$ cat src/aes_pkg.sv
// Shared types, constants and round functions for the AES-128 ECB encrypt block.
package aes_pkg;

   localparam int NUM_ROUNDS = 10;
   localparam int NUM_STAGES = NUM_ROUNDS + 1;
   localparam logic [3:0] FIRST_ROUND = 4'd0;
   localparam logic [3:0] FINAL_ROUND = 4'd10;
   localparam logic [7:0] GF_POLY = 8'h1b;

   localparam logic [7:0] RCON [10] = '{
      8'h01, 8'h02, 8'h04, 8'h08, 8'h10, 8'h20, 8'h40, 8'h80, 8'h1b, 8'h36
   };

   localparam logic [7:0] SBOX [256] = '{
      8'h63, 8'h7c, 8'h77, 8'h7b, 8'hf2, 8'h6b, 8'h6f, 8'hc5,
      8'h30, 8'h01, 8'h67, 8'h2b, 8'hfe, 8'hd7, 8'hab, 8'h76,
      8'hca, 8'h82, 8'hc9, 8'h7d, 8'hfa, 8'h59, 8'h47, 8'hf0,
      8'had, 8'hd4, 8'ha2, 8'haf, 8'h9c, 8'ha4, 8'h72, 8'hc0,
      8'hb7, 8'hfd, 8'h93, 8'h26, 8'h36, 8'h3f, 8'hf7, 8'hcc,
      8'h34, 8'ha5, 8'he5, 8'hf1, 8'h71, 8'hd8, 8'h31, 8'h15,
      8'h04, 8'hc7, 8'h23, 8'hc3, 8'h18, 8'h96, 8'h05, 8'h9a,
      8'h07, 8'h12, 8'h80, 8'he2, 8'heb, 8'h27, 8'hb2, 8'h75,
      8'h09, 8'h83, 8'h2c, 8'h1a, 8'h1b, 8'h6e, 8'h5a, 8'ha0,
      8'h52, 8'h3b, 8'hd6, 8'hb3, 8'h29, 8'he3, 8'h2f, 8'h84,
      8'h53, 8'hd1, 8'h00, 8'hed, 8'h20, 8'hfc, 8'hb1, 8'h5b,
      8'h6a, 8'hcb, 8'hbe, 8'h39, 8'h4a, 8'h4c, 8'h58, 8'hcf,
      8'hd0, 8'hef, 8'haa, 8'hfb, 8'h43, 8'h4d, 8'h33, 8'h85,
      8'h45, 8'hf9, 8'h02, 8'h7f, 8'h50, 8'h3c, 8'h9f, 8'ha8,
      8'h51, 8'ha3, 8'h40, 8'h8f, 8'h92, 8'h9d, 8'h38, 8'hf5,
      8'hbc, 8'hb6, 8'hda, 8'h21, 8'h10, 8'hff, 8'hf3, 8'hd2,
      8'hcd, 8'h0c, 8'h13, 8'hec, 8'h5f, 8'h97, 8'h44, 8'h17,
      8'hc4, 8'ha7, 8'h7e, 8'h3d, 8'h64, 8'h5d, 8'h19, 8'h73,
      8'h60, 8'h81, 8'h4f, 8'hdc, 8'h22, 8'h2a, 8'h90, 8'h88,
      8'h46, 8'hee, 8'hb8, 8'h14, 8'hde, 8'h5e, 8'h0b, 8'hdb,
      8'he0, 8'h32, 8'h3a, 8'h0a, 8'h49, 8'h06, 8'h24, 8'h5c,
      8'hc2, 8'hd3, 8'hac, 8'h62, 8'h91, 8'h95, 8'he4, 8'h79,
      8'he7, 8'hc8, 8'h37, 8'h6d, 8'h8d, 8'hd5, 8'h4e, 8'ha9,
      8'h6c, 8'h56, 8'hf4, 8'hea, 8'h65, 8'h7a, 8'hae, 8'h08,
      8'hba, 8'h78, 8'h25, 8'h2e, 8'h1c, 8'ha6, 8'hb4, 8'hc6,
      8'he8, 8'hdd, 8'h74, 8'h1f, 8'h4b, 8'hbd, 8'h8b, 8'h8a,
      8'h70, 8'h3e, 8'hb5, 8'h66, 8'h48, 8'h03, 8'hf6, 8'h0e,
      8'h61, 8'h35, 8'h57, 8'hb9, 8'h86, 8'hc1, 8'h1d, 8'h9e,
      8'he1, 8'hf8, 8'h98, 8'h11, 8'h69, 8'hd9, 8'h8e, 8'h94,
      8'h9b, 8'h1e, 8'h87, 8'he9, 8'hce, 8'h55, 8'h28, 8'hdf,
      8'h8c, 8'ha1, 8'h89, 8'h0d, 8'hbf, 8'he6, 8'h42, 8'h68,
      8'h41, 8'h99, 8'h2d, 8'h0f, 8'hb0, 8'h54, 8'hbb, 8'h16
   };

   // Request and result payloads; first member sits in the top bits.
   typedef struct packed {
      logic [63:0] block_high;
      logic [63:0] block_low;
      logic        decrypt_request;
   } aes_req_type;

   typedef struct packed {
      logic [63:0] cipher_high;
      logic [63:0] cipher_low;
      logic        bad_mode;
   } aes_rsp_type;

   // What travels between pipeline stages.
   typedef struct packed {
      logic [127:0] state;
      logic [127:0] round_key;
      logic         bad_mode;
   } aes_stage_type;

   function automatic logic [7:0] sbox(input logic [7:0] b);
      return SBOX[b];
   endfunction

   function automatic logic [7:0] xtime(input logic [7:0] b);
      return {b[6:0], 1'b0} ^ (b[7] ? GF_POLY : 8'h00);
   endfunction

   // Round constant for rounds 1..10, zero elsewhere.
   function automatic logic [7:0] round_const(input logic [3:0] rnd);
      if (rnd >= 4'd1 && rnd <= FINAL_ROUND) begin
         return RCON[rnd - 4'd1];
      end
      return 8'h00;
   endfunction

   // SubBytes and ShiftRows; byte i of the block is bits 127-8i down.
   function automatic logic [127:0] sub_shift(input logic [127:0] s);
      logic [127:0] t;
      t = '0;
      for (int c = 0; c < 4; c++) begin
         for (int r = 0; r < 4; r++) begin
            t[127 - 8 * (c * 4 + r) -: 8] = sbox(s[127 - 8 * ((((c + r) & 3) * 4) + r) -: 8]);
         end
      end
      return t;
   endfunction

   function automatic logic [127:0] mix_state(input logic [127:0] s);
      logic [127:0] t;
      logic [7:0]   a0, a1, a2, a3, all;
      t = '0;
      for (int c = 0; c < 4; c++) begin
         a0  = s[127 - 32 * c -: 8];
         a1  = s[119 - 32 * c -: 8];
         a2  = s[111 - 32 * c -: 8];
         a3  = s[103 - 32 * c -: 8];
         all = a0 ^ a1 ^ a2 ^ a3;
         t[127 - 32 * c -: 8] = a0 ^ all ^ xtime(a0 ^ a1);
         t[119 - 32 * c -: 8] = a1 ^ all ^ xtime(a1 ^ a2);
         t[111 - 32 * c -: 8] = a2 ^ all ^ xtime(a2 ^ a3);
         t[103 - 32 * c -: 8] = a3 ^ all ^ xtime(a3 ^ a0);
      end
      return t;
   endfunction

   // One step of the key schedule: previous round key to the next one.
   function automatic logic [127:0] next_round_key(input logic [127:0] rk,
                                                  input logic [7:0]   rcon);
      logic [31:0] tw, n0, n1, n2, n3;
      tw = {sbox(rk[23:16]) ^ rcon, sbox(rk[15:8]), sbox(rk[7:0]), sbox(rk[31:24])};
      n0 = rk[127:96] ^ tw;
      n1 = rk[95:64] ^ n0;
      n2 = rk[63:32] ^ n1;
      n3 = rk[31:0] ^ n2;
      return {n0, n1, n2, n3};
   endfunction

endpackage

$ cat src/aes_csr.sv
// Key registers behind the APB-style configuration port.
module aes_csr (
   input  logic         clock,
   input  logic         reset,
   input  logic         psel,
   input  logic         penable,
   input  logic         pwrite,
   input  logic [3:0]   paddr,
   input  logic [63:0]  pwdata,
   output logic [63:0]  prdata,
   output logic         pready,
   output logic [127:0] key
);
   import aes_pkg::*;

   logic [63:0] key_high_ff, key_high_in;
   logic [63:0] key_low_ff, key_low_in;
   logic        wr_en;

   // Write transfer on the access phase; bit 3 picks the 64-bit register.
   assign wr_en = psel & penable & pwrite & pready;

   always_comb begin
      key_high_in = key_high_ff;
      key_low_in  = key_low_ff;
      if (wr_en) begin
         if (paddr[3]) begin
            key_low_in = pwdata;
         end else begin
            key_high_in = pwdata;
         end
      end
   end

   always_ff @(posedge clock) begin
      if (reset) begin
         key_high_ff <= '0;
         key_low_ff  <= '0;
      end else begin
         key_high_ff <= key_high_in;
         key_low_ff  <= key_low_in;
      end
   end

   assign pready = 1'b1;
   assign prdata = paddr[3] ? key_low_ff : key_high_ff;
   assign key    = {key_high_ff, key_low_ff};

endmodule

$ cat config.mk
export PLATFORM = sky130hd
export DESIGN_NAME = aes_csr
export DESIGN_NICKNAME = d
export VERILOG_FILES = /design/src/aes_pkg.sv /design/src/aes_csr.sv
export SDC_FILE = /design/constraint.sdc
export NUM_CORES = 1
export LEC_CHECK = 0
export BUFFER_PORTS_ARGS = -buffer_cell sky130_fd_sc_hd__buf_2
export CORE_MARGIN = 4
export CORE_UTILIZATION = 51
export DETAILED_ROUTE_END_ITERATION = 8
export GPL_TIMING_DRIVEN = 0
export PLACE_DENSITY = 0.85
export SLEW_MARGIN = 20
export SYNTH_ARGS = -nofsm -noshare
export SYNTH_HDL_FRONTEND = slang
export SYNTH_SLANG_ARGS = --single-unit
$ cat constraint.sdc
create_clock -name clock -period 1.9 [get_ports clock]
set_input_delay 0.38 -clock clock [delete_from_list [all_inputs] [get_ports clock]]
set_output_delay 0.38 -clock clock [all_outputs]
set_load 0.02 [all_outputs]
==> results of run 1 <==
final cells by class:
cell class / instances / area share, %
Multi-Input combinational cell: 389 / 39.7
Clock inverter: 13 / 2.29
Tap cell: 143 / 2.19
Buffer: 43 / 2.85
Sequential cell: 128 / 31.4
Timing Repair Buffer: 260 / 16.0
Clock buffer: 19 / 5.55
placed cells by master, fill, tap and decap left out, drive strengths merged:
master	n
mux2i	128
clkinv	5
clkinvlp	4
nand4	1
and4	1
conb	1
mux2	64
nand2b	192
nand4b	1
and4b	1
dfxtp	128
buf	281
clkbuf	41
bufinv	4
timing repair:
action	4_1_cts	5_1_grt
gates resized for setup	7	1
endpoints found under the setup margin	60	1
hold endpoints to repair	0	0
pin swaps	0	0
critical path, stage by stage:
cell and delay (ps):
buf_2 110, buf_4 230, buf_4 230, mux2_2 370, buf_2 160
cells in the mapped netlist (all sizes together):
cell type | n | area (um2)
and4 | 1 | 8.76
and4b | 1 | 10.0
buf | 21 | 129
clkbuf | 22 | 82.6
conb | 1 | 3.75
dfxtp | 128 | 2560
mux2 | 64 | 721
mux2i | 128 | 1280
nand2b | 192 | 1200
nand4 | 1 | 6.26
nand4b | 1 | 8.76
layer usage:
layer | part of all wire (%) | track usage [%]
met1 | 41 | 29.3
met2 | 49 | 42.6
met3 | 7.6 | 5.34
met4 | 1.9 | 8.79
met5 | 0 | 0
stage by stage:
stage / util, % / std cells / total power [mW] / hold slack (ps) / worst slack [ps]
2_1_floorplan: - / 560 / 3.27 / 555 / 353
3_3_place_gp: 65.4 / 963 / 3.52 / 468 / -137
3_5_place_dp: 65.4 / 963 / 3.53 / 477 / -157
4_1_cts: 71.1 / 995 / 7.01 / 239 / 31.3
5_1_grt: 71.1 / 995 / 7.18 / 258 / 11.9
6_report: 71.1 / 995 / 6.95 / 247 / 36.4
cell families (layout without fill, tap and decap cells):
logic type | Yosys count | after routing
buf+inv | 43 | 335
flops | 128 | 128
mux | 192 | 192
other cells | 1 | 1
simple gates | 196 | 196
worst paths after layout:
check	slack [ps]	to	cells past startpoint	from
max	40	prdata[47]	5	paddr[3]
min	250	key_low_ff[22]	3	pwdata[22]
max reg2reg	1200	key_low_ff[1]	2	key_low_ff[1]
min reg2reg	490	key_high_ff[56]	2	key_high_ff[56]
sequential cells by signal, summed over array words and instances, names as in the netlist:
register and flops:
key_high_ff 64, key_low_ff 64
report_power, final:
part           leakage [nW]  switching (mW)  internal (mW)
clock                 0.301            1.21           2.27
sequential             1.04          0.0491           2.75
combinational          2.89           0.374          0.307
==> results.toml, run 1 <==
[synth]
postSynthAreaPerCell_um2 = 10.7
synth_seq_cells = 128
synth_xor_xnor_area_share_pct = 0
yosysSeqAreaShare_pct = 42.6
post_synthesis_instance_area_um2 = 6010
post_synth_inst_count = 560
syn_nets = 633
yosys.area_share.simple_pct = 20.5
netlist-cell-type-count = 13
dominant_combinational_cell_family_by_area_after_synthesis = "multiplexers"
synth_compound_area_share_pct = 0
synth_area_in_adders_pct = 0
synth.mux.area_fraction_pct = 33.3
yosys_warnings = 0

[cells_and_area]
fraction_of_layout_cells_with_a_size_suffix_above_1_pct = 44.2
final_nets = 912
register_area_um2 = 2560
num_antenna_cells = 0
layout_overhead_on_the_synthesized_area_pct = 35.6
multi_input_comb_area_um2 = 3240
nFillCells = 806
final_cell_area_excluding_filler_cells_um2 = 8160

[floorplanning]
placeableCoreArea_um2 = 11500
rows = 39
die_height_um = 117
dieArea_um2 = 13600
chipWidth_um = 117
starting_density_of_the_core_pct = 52.4
num_io_pins = 266

[setup_path]
worst_ep_required_time_ps = 1520
cp-start-kind = "input pin"
endpoint_kind = "output pin"
worst-endpoint-arrival_ps = 1480
worst-path-max-fanout = 10
worst-setup-path-type = "in2out"

[timing]
tightestPinTransition_ps = 523
time_the_worst_path_needs_with_i_o_delays_and_setup_ps = 1860
max-slew-margin-rel_pct = 65.0
rsz0062_at_grt = "no"
setup_tns_ps = 0
achievable-frequency_mhz = 537
timing_hold_violations_final = 0
final-max-slew-violation-count = 0
timing.final.crit_share_pct = 98.1
final_skew_ps = 0
setup-violations-final = 0

[power_and_ir_drop]
vdd.ir_drop.worst_mv = 0.518
power_density_nw_per_um2 = 852
leakagePower_nw = 4.23

[global_routing]
track_usage_pct = 24.3
grt_pass1_wl_um = 26000
grt_start_max_net_pins = 17
grt_remaining_overflow = 0
grt_pass1_vias = 5276
number_of_antenna_violations_at_the_first_check_in_global_routing = 0

[placed_design]
gpl.final_weighted_congestion = 0.867
placement.io_buffers = 260
place_hpwl_um = 12900
dpl-instance-area_um2 = 7490

[cts]
cts.sinks = 128
clk_path_buf_depth = 2
clk_pin_slew_ps = 60
hold_fix_buffer_count_after_cts = 0
numCtsBuffers = 17
cts_tree = "built"
worst_skew_pair.late_latency_ps = 400
post_cts.repair.setup_buffers = 0
cts.root.buffer_cell = "clkbuf_16"
cts_max_level = 4

[drt]
count_of_vias_placed_by_the_detailed_router = 5159
detail_route.first_pass.iterations = 4
detail-route-antenna-nets = 0
initialDrtViolationCount = 259
drt_drc_violations_left = 0
routed_wirelength_um = 16900
detail_route.wl_per_cell_um = 17.0
via_per_inst = 5.18

[worst_hold_path]
timing.hold.worst.class = "in2reg"

[flow_run]
drv_cap = 0

[run_status]
status = "finished, final reports clean"
No activity file was read; power rests on OpenSTA's default activity.
==> run 2, diff against run 1 <==
CORE_MARGIN = 8   (was 4)
CORE_UTILIZATION = 53   (was 51)
CTS_BUF_LIST = sky130_fd_sc_hd__clkbuf_8   (was not set)
PLACE_DENSITY = 0.88   (was 0.85)
==> run 2 against run 1 <==
Sequential share of layout area increased by 0.76 points. Wire length rose by 5.7%. Non-clock buffer count unchanged. Clock skew is the same. Final area shrank 2.4%. Global-route usage is 1.5 points lower. Hold slack lost 31 ps. Critical path type unchanged. Clock power fell by 25%. Largest cell class unchanged. Core utilization fell by 0.17 points. Critical path depth stayed put.
==> results.toml, run 2 (synthesis results as in run 1) <==
[run_status]
status = "finished, final reports clean"

[placed_design]
dp_cells = 963
dpl-instance-area_um2 = 7490
place_ws_ps = -175
gpl.final_weighted_congestion = 0.844
placement.io_buffers = 260
place_hpwl_um = 14000

[setup_path]
worst-path-max-fanout = 10
worst-endpoint-arrival_ps = 1500
cp-start-kind = "input pin"
timing.reg2reg.worst_path_depth = 2
endpoint_kind = "output pin"
worst_ep_required_time_ps = 1520
worst-setup-path-type = "in2out"

[floorplanning]
placeableCoreArea_um2 = 11200
rows = 39
chipWidth_um = 123
starting_density_of_the_core_pct = 53.6
die_height_um = 123
num_io_pins = 266
dieArea_um2 = 15000

[cells_and_area]
final_nets = 912
fraction_of_layout_cells_with_a_size_suffix_above_1_pct = 44.1
finalCoreUtilization_pct = 70.9
final_cell_area_excluding_filler_cells_um2 = 7960
reg_top3 = "key_high_ff (64), key_low_ff (64)"
layout_overhead_on_the_synthesized_area_pct = 32.4
final-instance-count-excl-fill = 996
layout.cells.most_common = "buf_2"
most-common-layout-cells = "buf_2, nand2b_1, mux2i_1, dfxtp_1, mux2_2"
nFillCells = 791

[timing]
rsz0062_at_grt = "yes"
final_skew_ps = 0
max-slew-margin-rel_pct = 65.1
smallest_setup_slack_after_layout_ps = 20.8
timing_hold_violations_final = 0
time_the_worst_path_needs_with_i_o_delays_and_setup_ps = 1880
final-max-slew-violation-count = 0
achievable-frequency_mhz = 532
worst_hold_slack_ps = 216
setup-violations-final = 0
tightestPinTransition_ps = 524
setup_tns_ps = 0
timing.final.crit_share_pct = 98.9

[drt]
drt_drc_violations_left = 0
initialDrtViolationCount = 235
detail_route.wl_per_cell_um = 17.9
count_of_vias_placed_by_the_detailed_router = 5102
detail-route-antenna-nets = 0
routed_wirelength_um = 17900
detail_route.first_pass.iterations = 5
via_per_inst = 5.12

[cts]
clk_path_buf_depth = 2
hold_fix_buffer_count_after_cts = 0
post_cts.repair.setup_buffers = 0
ctsResizeCount = 7
numCtsBuffers = 17
cts_tree = "built"
cts.sinks = 128
cts_max_level = 4
cts.root.buffer_cell = "clkbuf_8"
clk_pin_slew_ps = 80
worst_skew_pair.late_latency_ps = 420

[power_and_ir_drop]
leakagePower_nw = 4.15
power_density_nw_per_um2 = 764
total_design_power_mw = 6.08
vdd.ir_drop.worst_mv = 0.396

[global_routing]
grt_start_max_net_pins = 17
track_usage_pct = 22.9
grt_pass1_wl_um = 27200
grt_remaining_overflow = 0
number_of_antenna_violations_at_the_first_check_in_global_routing = 0
grt_pass1_vias = 5378

[worst_hold_path]
timing.hold.worst.class = "in2reg"
min_path_cells = 3

[flow_run]
drv_cap = 0
## run 2: cell count changes in the layout (fill, tap and decap cells not counted), sizes merged
cell      change
clkinvlp      -1
inv           +2
clkinv        -1
diode         +1
## run 2: layout make-up
class,instances,area (um2),share of cell area (%)
diodes,1,2.50,0.0314
plain buffers,43,229,2.88
clock buffers,19,262,3.28
clock inverters,13,186,2.34
multi-input cells,389,3240,40.7
flip-flops and latches,128,2560,32.2
well taps,143,179,2.25
repair buffers,260,1300,16.3
## run 2: worst max-delay path, stage by stage
cell and delay [ps]:
buf_2 120, buf_4 220, buf_4 240, mux2_2 370, buf_2 160
## run 2: per-layer routing
metal	vias to the layer above	global-route usage [%]	routed length (um)
met3	16	7.45	1640
met4	0	7.01	174
met5	-	0	0
met2	209	40.6	8910
li1	2432	-	-
met1	2445	25.5	7140
## run 2: path summary, 6_finish.rpt
path,from,end,slack [ps]
max,paddr[3],prdata[25],20
min,pwdata[17],key_low_ff[17],220
max reg2reg,key_low_ff[1],key_low_ff[1],1210
min reg2reg,key_low_ff[46],key_low_ff[46],490
## run 2: where the power goes
part / switching (mW) / total, mW / internal (mW)
combinational: 0.378 / 0.684 / 0.306
sequential: 0.0485 / 2.79 / 2.74
clock: 1.10 / 2.61 / 1.50
==> run 3, diff against run 2 <==
GPL_TIMING_DRIVEN = not set   (was 0)
==> run 3 against run 2 <==
Final cell count decreased by 3.5%. Final area decreased by 0.63%. Clock-buffer cell count increased by 1. Critical path type unchanged. First-iteration DRC count decreased by 3.0%. Register-to-register slack about the same. Global-route usage decreased by 1.9 points.
==> results.toml, run 3 (synthesis results as in run 1) <==
[drt]
detail-route-antenna-nets = 0
routed_wirelength_um = 16200
via_per_inst = 5.08
detail_route.wl_per_cell_um = 16.9
initialDrtViolationCount = 228
detail_route.first_pass.iterations = 4
drt_drc_violations_left = 0
count_of_vias_placed_by_the_detailed_router = 4881

[floorplanning]
starting_density_of_the_core_pct = 53.6
dieArea_um2 = 15000
num_io_pins = 266
rows = 39
die_height_um = 123
placeableCoreArea_um2 = 11200
chipWidth_um = 123

[cells_and_area]
reg_top3 = "key_high_ff (64), key_low_ff (64)"
fraction_of_layout_cells_with_a_size_suffix_above_1_pct = 44.6
most-common-layout-cells = "buf_2, nand2b_1, mux2i_1, dfxtp_1, mux2_2"
register_area_um2 = 2560
final_nets = 879
num_antenna_cells = 0
layout_overhead_on_the_synthesized_area_pct = 31.6
multi_input_comb_area_um2 = 3240
layout.cells.most_common = "buf_2"
nFillCells = 835

[power_and_ir_drop]
p_seq_share_pct = 46.4
vdd.ir_drop.worst_mv = 0.423
leakagePower_nw = 4.12
power.share.combinational_pct = 11.0
switching_power_mw = 1.45
p_clk_share_pct = 42.6
total_design_power_mw = 6.02
swShare_pct = 24.1
power_density_nw_per_um2 = 760
power.internal_mw = 4.57

[cts]
worst_skew_pair.late_latency_ps = 420
ctsResizeCount = 0
numCtsBuffers = 17
cts.sinks = 128
post_cts.repair.setup_buffers = 0
cts.root.buffer_cell = "clkbuf_8"
cts_tree = "built"
clk_path_buf_depth = 2
hold_fix_buffer_count_after_cts = 0
cts_max_level = 4
clk_pin_slew_ps = 80

[placed_design]
place_hpwl_um = 12100
placement.io_buffers = 261
gpl.final_weighted_congestion = 0.831
place_ws_ps = 192

[setup_path]
worst-setup-path-type = "in2out"
crit_path_top_delay_cell = "mux2_2"
critical_path.cell_chain = "buf_2 -> buf_12 -> mux2_2 -> buf_2"
worst_path_most_repeated_cell = "buf_2"
cp-start-kind = "input pin"
worst-endpoint-arrival_ps = 1310
slowest_delay_ps = 360
worst-path-max-fanout = 39
endpoint_kind = "output pin"
worst_ep_required_time_ps = 1520

[timing]
timing_hold_violations_final = 0
worst_hold_slack_ps = 217
setup-violations-final = 0
final-max-slew-violation-count = 0
achievable-frequency_mhz = 591
setup_tns_ps = 0
rsz0062_at_grt = "no"
time_the_worst_path_needs_with_i_o_delays_and_setup_ps = 1690
timing.final.crit_share_pct = 89.1
smallest_setup_slack_after_layout_ps = 208
final_skew_ps = 0

[global_routing]
grt_pass1_wl_um = 25200
grt_remaining_overflow = 0
grt_start_max_net_pins = 97
number_of_antenna_violations_at_the_first_check_in_global_routing = 0
grt_pass1_vias = 5225
track_usage_pct = 21.0

[worst_hold_path]
timing.hold.worst.class = "in2reg"

[flow_run]
drv_cap = 0

[run_status]
status = "finished, final reports clean"
[run 3: changes by cell type in the layout (fill, tap and decap cells not counted), moves of 2 or more]
cell      change
buf_12        +9
buf_2         -9
buf_4         -8
buf_6         -3
clkbuf_1     -22
clkinv_2      +2
clkinv_4      -2
[run 3: path summary, 6_finish.rpt]
path | from | to | slack, ps | cells past startpoint
max reg2reg | key_high_ff[34] | key_high_ff[34] | 1220 | 2
min reg2reg | key_low_ff[23] | key_low_ff[23] | 490 | 2
max | paddr[3] | prdata[49] | 210 | 4
min | pwdata[19] | key_low_ff[19] | 220 | 3
[run 3: critical path, delay by kind of cell]
family / cells / cell delay (ps)
buffers and inverters: 3 / 530
multiplexers: 1 / 360
[run 3: power by group through the flow]
stage                     clock (mW)  sequential (mW)  combinational, mW
after global placement             0             2.84              0.648
after CTS                       2.61             2.79              0.670
after detailed placement           0             2.85              0.669
after global routing            2.75             2.80              0.711
after floorplan                    0             2.91              0.361
final                           2.56             2.79              0.664
[run 3: area by class of cell]
cell class	count	area share, %
clock buffer	20	3.48
clock inverter	11	2.06
timing repair buffer	270	18.8
multi-input combinational	389	41.0
sequential	128	32.4
tap	143	2.26
[run 3: layer usage]
| layer | GRT usage [%] | share of wire [%] |
|---|---|---|
| met5 | 0 | 0 |
| met4 | 7.62 | 1.3 |
| met3 | 7.54 | 9.7 |
| met2 | 36.7 | 49 |
| met1 | 22.9 | 40 |
[run 3: through the flow]
step           util, %  std cells  area, um2
6_report          70.5        961       7910
5_1_grt           70.5        961       7910
4_1_cts           70.5        961       7910
3_5_place_dp      66.6        930       7470
3_3_place_gp      66.6        930       7470
2_1_floorplan        -        560       6010
